## src/design/tcpf_pkg.sv

```systemverilog
// shared types, register codes and reset values for the tabletop cylinder point filter
package tcpf_pkg;

    localparam int TCPF_INDEX_BITS = 19;
    localparam int TCPF_COORD_W    = 32;
    localparam int TCPF_NORMAL_W   = 18;
    localparam int TCPF_RADIUS_W   = 31;
    localparam int TCPF_CFG_IDX_W  = 8;
    localparam int TCPF_CFG_DATA_W = 32;

    typedef enum logic [TCPF_CFG_IDX_W-1:0] {
        REG_NORMAL_X      = 8'd0,
        REG_NORMAL_Y      = 8'd1,
        REG_NORMAL_Z      = 8'd2,
        REG_CENTER_X      = 8'd3,
        REG_CENTER_Y      = 8'd4,
        REG_CENTER_Z      = 8'd5,
        REG_KEEP_RADIUS   = 8'd6,
        REG_HEIGHT_MARGIN = 8'd7
    } t_reg_idx;

    typedef struct packed {
        logic signed [TCPF_NORMAL_W-1:0] normal_x;
        logic signed [TCPF_NORMAL_W-1:0] normal_y;
        logic signed [TCPF_NORMAL_W-1:0] normal_z;
        logic signed [TCPF_COORD_W-1:0]  center_x;
        logic signed [TCPF_COORD_W-1:0]  center_y;
        logic signed [TCPF_COORD_W-1:0]  center_z;
        logic        [TCPF_RADIUS_W-1:0] keep_radius;
        logic signed [TCPF_COORD_W-1:0]  height_margin;
    } t_cfg;

    localparam logic signed [TCPF_NORMAL_W-1:0] RST_NORMAL_X      = 18'sd0;
    localparam logic signed [TCPF_NORMAL_W-1:0] RST_NORMAL_Y      = 18'sd0;
    localparam logic signed [TCPF_NORMAL_W-1:0] RST_NORMAL_Z      = 18'sd65536;
    localparam logic signed [TCPF_COORD_W-1:0]  RST_CENTER        = 32'sd0;
    localparam logic        [TCPF_RADIUS_W-1:0] RST_KEEP_RADIUS   = 31'd32768;
    localparam logic signed [TCPF_COORD_W-1:0]  RST_HEIGHT_MARGIN = -32'sd655;

endpackage

```

## src/design/tcpf_cfg.sv

```systemverilog
// configuration register bank of the tabletop cylinder point filter
module tcpf_cfg
    import tcpf_pkg::*;
(
    input  logic                       i_clk,
    input  logic                       i_rst_n,
    input  logic                       i_cfg_valid,
    output logic                       o_cfg_ready,
    input  logic [TCPF_CFG_IDX_W-1:0]  i_cfg_index,
    input  logic [TCPF_CFG_DATA_W-1:0] i_cfg_data,
    output t_cfg                       o_cfg
);

    t_cfg r_cfg;
    t_cfg n_cfg;

    assign o_cfg_ready = 1'b1;
    assign o_cfg       = r_cfg;

    always_comb begin
        n_cfg = r_cfg;
        if (i_cfg_valid) begin
            unique case (i_cfg_index)
                REG_NORMAL_X:      n_cfg.normal_x      = i_cfg_data[TCPF_NORMAL_W-1:0];
                REG_NORMAL_Y:      n_cfg.normal_y      = i_cfg_data[TCPF_NORMAL_W-1:0];
                REG_NORMAL_Z:      n_cfg.normal_z      = i_cfg_data[TCPF_NORMAL_W-1:0];
                REG_CENTER_X:      n_cfg.center_x      = i_cfg_data[TCPF_COORD_W-1:0];
                REG_CENTER_Y:      n_cfg.center_y      = i_cfg_data[TCPF_COORD_W-1:0];
                REG_CENTER_Z:      n_cfg.center_z      = i_cfg_data[TCPF_COORD_W-1:0];
                REG_KEEP_RADIUS:   n_cfg.keep_radius   = i_cfg_data[TCPF_RADIUS_W-1:0];
                REG_HEIGHT_MARGIN: n_cfg.height_margin = i_cfg_data[TCPF_COORD_W-1:0];
                default:           n_cfg = r_cfg;
            endcase
        end
    end

    always_ff @(posedge i_clk) begin
        if (!i_rst_n) begin
            r_cfg.normal_x      <= RST_NORMAL_X;
            r_cfg.normal_y      <= RST_NORMAL_Y;
            r_cfg.normal_z      <= RST_NORMAL_Z;
            r_cfg.center_x      <= RST_CENTER;
            r_cfg.center_y      <= RST_CENTER;
            r_cfg.center_z      <= RST_CENTER;
            r_cfg.keep_radius   <= RST_KEEP_RADIUS;
            r_cfg.height_margin <= RST_HEIGHT_MARGIN;
        end else begin
            r_cfg <= n_cfg;
        end
    end

endmodule

```

## config.mk

```make
export PLATFORM = sky130hd
export DESIGN_NAME = tcpf_cfg
export DESIGN_NICKNAME = d
export VERILOG_FILES = /design/src/design/tcpf_pkg.sv /design/src/design/tcpf_cfg.sv
export SDC_FILE = /design/constraint.sdc
export NUM_CORES = 1
export LEC_CHECK = 0
export BUFFER_PORTS_ARGS = -buffer_cell sky130_fd_sc_hd__buf_2
export CORE_MARGIN = 1.5
export CORE_UTILIZATION = 28
export CTS_CLUSTER_DIAMETER = 100
export CTS_CLUSTER_SIZE = 12
export DETAILED_ROUTE_END_ITERATION = 10
export PLACE_DENSITY_LB_ADDON = 0.25
export SLEW_MARGIN = 20
export SYNTH_ARGS = -nofsm -noshare
export SYNTH_HDL_FRONTEND = slang
export SYNTH_SLANG_ARGS = --single-unit
```

## constraint.sdc

```tcl
create_clock -name i_clk -period 2.47 [get_ports i_clk]
set_input_delay 0.247 -clock i_clk [delete_from_list [all_inputs] [get_ports i_clk]]
set_output_delay 0.247 -clock i_clk [all_outputs]
set_load 0.005 [all_outputs]
```

==> flow_metrics.tcl <==
set metrics [dict create \
    status "finished, final reports clean" \
    largest_reg_flops 213 \
    route.met3.wl_um 1770 \
    crit_family "simple AND/OR/NAND/NOR gates" \
    grt_pass1_wl_um 36400 \
    r2r_end "o_cfg[159]" \
    tns_ps 0 \
    path_max_fanout 18 \
    first_pass_iters 4 \
    synth_area_leader_cell "dfxtp_1" \
    synthTopCellsByArea "dfxtp_1, mux2i_1, nand2_1" \
    clock_latency_ps 500 \
    cp_slowest_cell "or4_4" \
    clock_tree.root_cell "clkbuf_16" \
    cts.sinks 213 \
    period_needed_ps 1560 \
    routabilityCongestion 0.740 \
    path_cells "buf_2 -> or4_4 -> or4_4 -> mux2i_1" \
    finalHoldViolCount 0 \
    maxCapViolCount 0 \
    crit_arrival_ps 1930 \
    hold_path.startpoint "i_cfg_data[12]" \
    finClkSkew_ps 0 \
    rsz0062_at_grt "false" \
    grt_max_degree 60 \
    fmax_ghz 0.643 \
    relSlewSlack_pct 53.8 \
    crit_path_end_kind "flip-flop" \
    synth-async-reset-ratio_pct 0 \
    io_pins 257 \
    synth_edf_count 0 \
    r2r-start "o_cfg[159]" \
    htreeDepth 1 \
    die_h_um 171 \
    synth_top_area_share_pct 53.8 \
    cts_tree "built" \
    die-width_um 171 \
    synthMostInstantiatedCell "nand2_1" \
    hold_path_end "o_cfg[12]" \
    final.period_utilization_pct 63.0 \
    yosysSeqAreaShare_pct 53.8 \
    cts_made_buffers 21 \
    r2r.worst_path.cells 2 \
    drt_iter0_drc 220 \
    final_max_slew_viol_count 0 \
    place_ws_ps 386 \
    cts.path.max_buffers 3 \
    hp-class "in2reg" \
    path_class "in2reg" \
    routed_wirelength_um 24300 \
    syn_inst 774 \
    yosys_warnings 0 \
    path_buf_inv 1 \
    wl_met2_um 10900 \
    ant_nets 0 \
    coreArea_um2 27900 \
    post-dp-hpwl_um 16700 \
    clkSlewWorstSetupHoldPaths_ps 60 \
    finalSetupViolations 0 \
    drive_gt1_share_pct 30.0 \
    layout_setup_ws_ps 914 \
    finalNetCount 1057 \
    wl_met1_um 11100 \
    routed-via-count 6191 \
    ir_drop_v 0.000338 \
    track_usage_pct 16.1 \
    port_buffers 255 \
    area_growth_syn_to_layout_pct 27.6 \
    post_cts_buffers 0 \
    crit_top_cell "or4_4" \
    drc_errors 0 \
    via_per_inst 4.45 \
    synth_area_per_cell_um2 10.2 \
    mappedNetlistNets 817 \
    synth_cell_types 25 \
    synthFlopType "dfxtp_1" \
    syn_area_um2 7930 \
    yosys-top-cells-count "nand2_1, dfxtp_1, mux2i_1" \
    cp.required_ps 2840 \
    tightest_slew_ps 691 \
    top_layer "met4" \
    crit_path_start_kind "input pin" \
    antenna_found_initial 0 \
    ys_ff_latch 213 \
    p_per_area_nw_per_um2 641 \
    overflow 0 \
    max_stage_delay_ps 710 \
    dieArea_um2 29300 \
    start_util_pct 28.5 \
    regToRegSetupSlack_ps 1800 \
    wl_per_cell_um 17.4 \
    diodes 0 \
    grt_pass1_vias 5920 \
    whs_path_depth 3 \
    std_cell_rows 61 \
    leakage_uw 0.00516 \
]
==> power by group <==
group	internal (uW)	leakage, uW	switching (uW)
sequential	3440	0.00172	2.36
clock	1500	0.000267	1290
combinational	70.7	0.00318	184
total	5010	0.00516	1480
==> routing by layer <==
layer	vias to the layer above	track usage [%]
met2	173	25.8
met4	0	4.08
met5	-	0
met1	2931	21.3
li1	3056	-
met3	31	4.74
==> worst max path at each step <==
stage | start | to | slack, ps | cells after the start
3_5_place_dp | i_cfg_index[5] | o_cfg[173] | 390 | 4
2_1_floorplan | i_cfg_index[5] | o_cfg[134] | 660 | 5
4_1_cts | i_cfg_index[5] | o_cfg[173] | 930 | 4
6_report | i_cfg_index[5] | o_cfg[173] | 910 | 4
5_1_grt | i_cfg_index[5] | o_cfg[171] | 900 | 4
3_3_place_gp | i_cfg_index[5] | o_cfg[166] | 400 | 4
==> through the flow <==
step           hold WS (ps)  std cells  util (%)  total power, uW  instance area (um2)
2_1_floorplan           415        774         -             3660                 7930
3_3_place_gp            439       1368      34.3             3780                 9570
3_5_place_dp            444       1368      34.3             3780                 9570
4_1_cts                1.31       1392      36.3             6620                10100
5_1_grt                14.1       1392      36.3             6740                10100
6_report               25.6       1392      36.3             6490                10100
==> placed cells by master, fill, tap and decap left out, types with 2 or more instances in the layout <==
| cell | netlist | routed |
|---|---|---|
| buf_4 | 4 | 17 |
| inv_1 | 26 | 26 |
| buf_12 | 0 | 4 |
| or4_4 | 2 | 2 |
| o211ai_1 | 25 | 25 |
| clkbuf_16 | 0 | 21 |
| nor2b_1 | 6 | 6 |
| dfxtp_1 | 213 | 213 |
| o31ai_1 | 25 | 25 |
| buf_2 | 3 | 254 |
| nand2_1 | 217 | 217 |
| nand4_1 | 2 | 2 |
| mux2i_1 | 188 | 188 |
==> kinds of logic after synthesis <==
| group | share of synthesized area [%] |
|---|---|
| AND/OR/NAND/NOR | 12.4 |
| multiplexers | 23.7 |
| buffers and inverters | 5.30 |
| other | 0.0473 |
| flip-flops | 53.8 |
| AO/OA/AOI/OAI | 4.73 |
==> worst min-delay path, delay by kind of cell <==
family          cells  cell delay [ps]
compound gates      1               80
buf+inv             2              140
==> cell type report <==
cell class / count / area [um2]
sequential: 213 / 4260
timing repair buffer: 277 / 1500
fill: 2904 / 17700
multi-input combinational: 475 / 3240
clock inverter: 2 / 13.8
inverter: 26 / 97.6
tap: 378 / 473
clock buffer: 21 / 526
==> what timing repair did <==
item / in CTS / in global routing
hold buffers: 1 / 0
gates resized for setup: 0 / 0
endpoints found under the hold margin: 1 / 0
setup endpoints to repair: 0 / 0
Power figures use the tool's default switching activity.
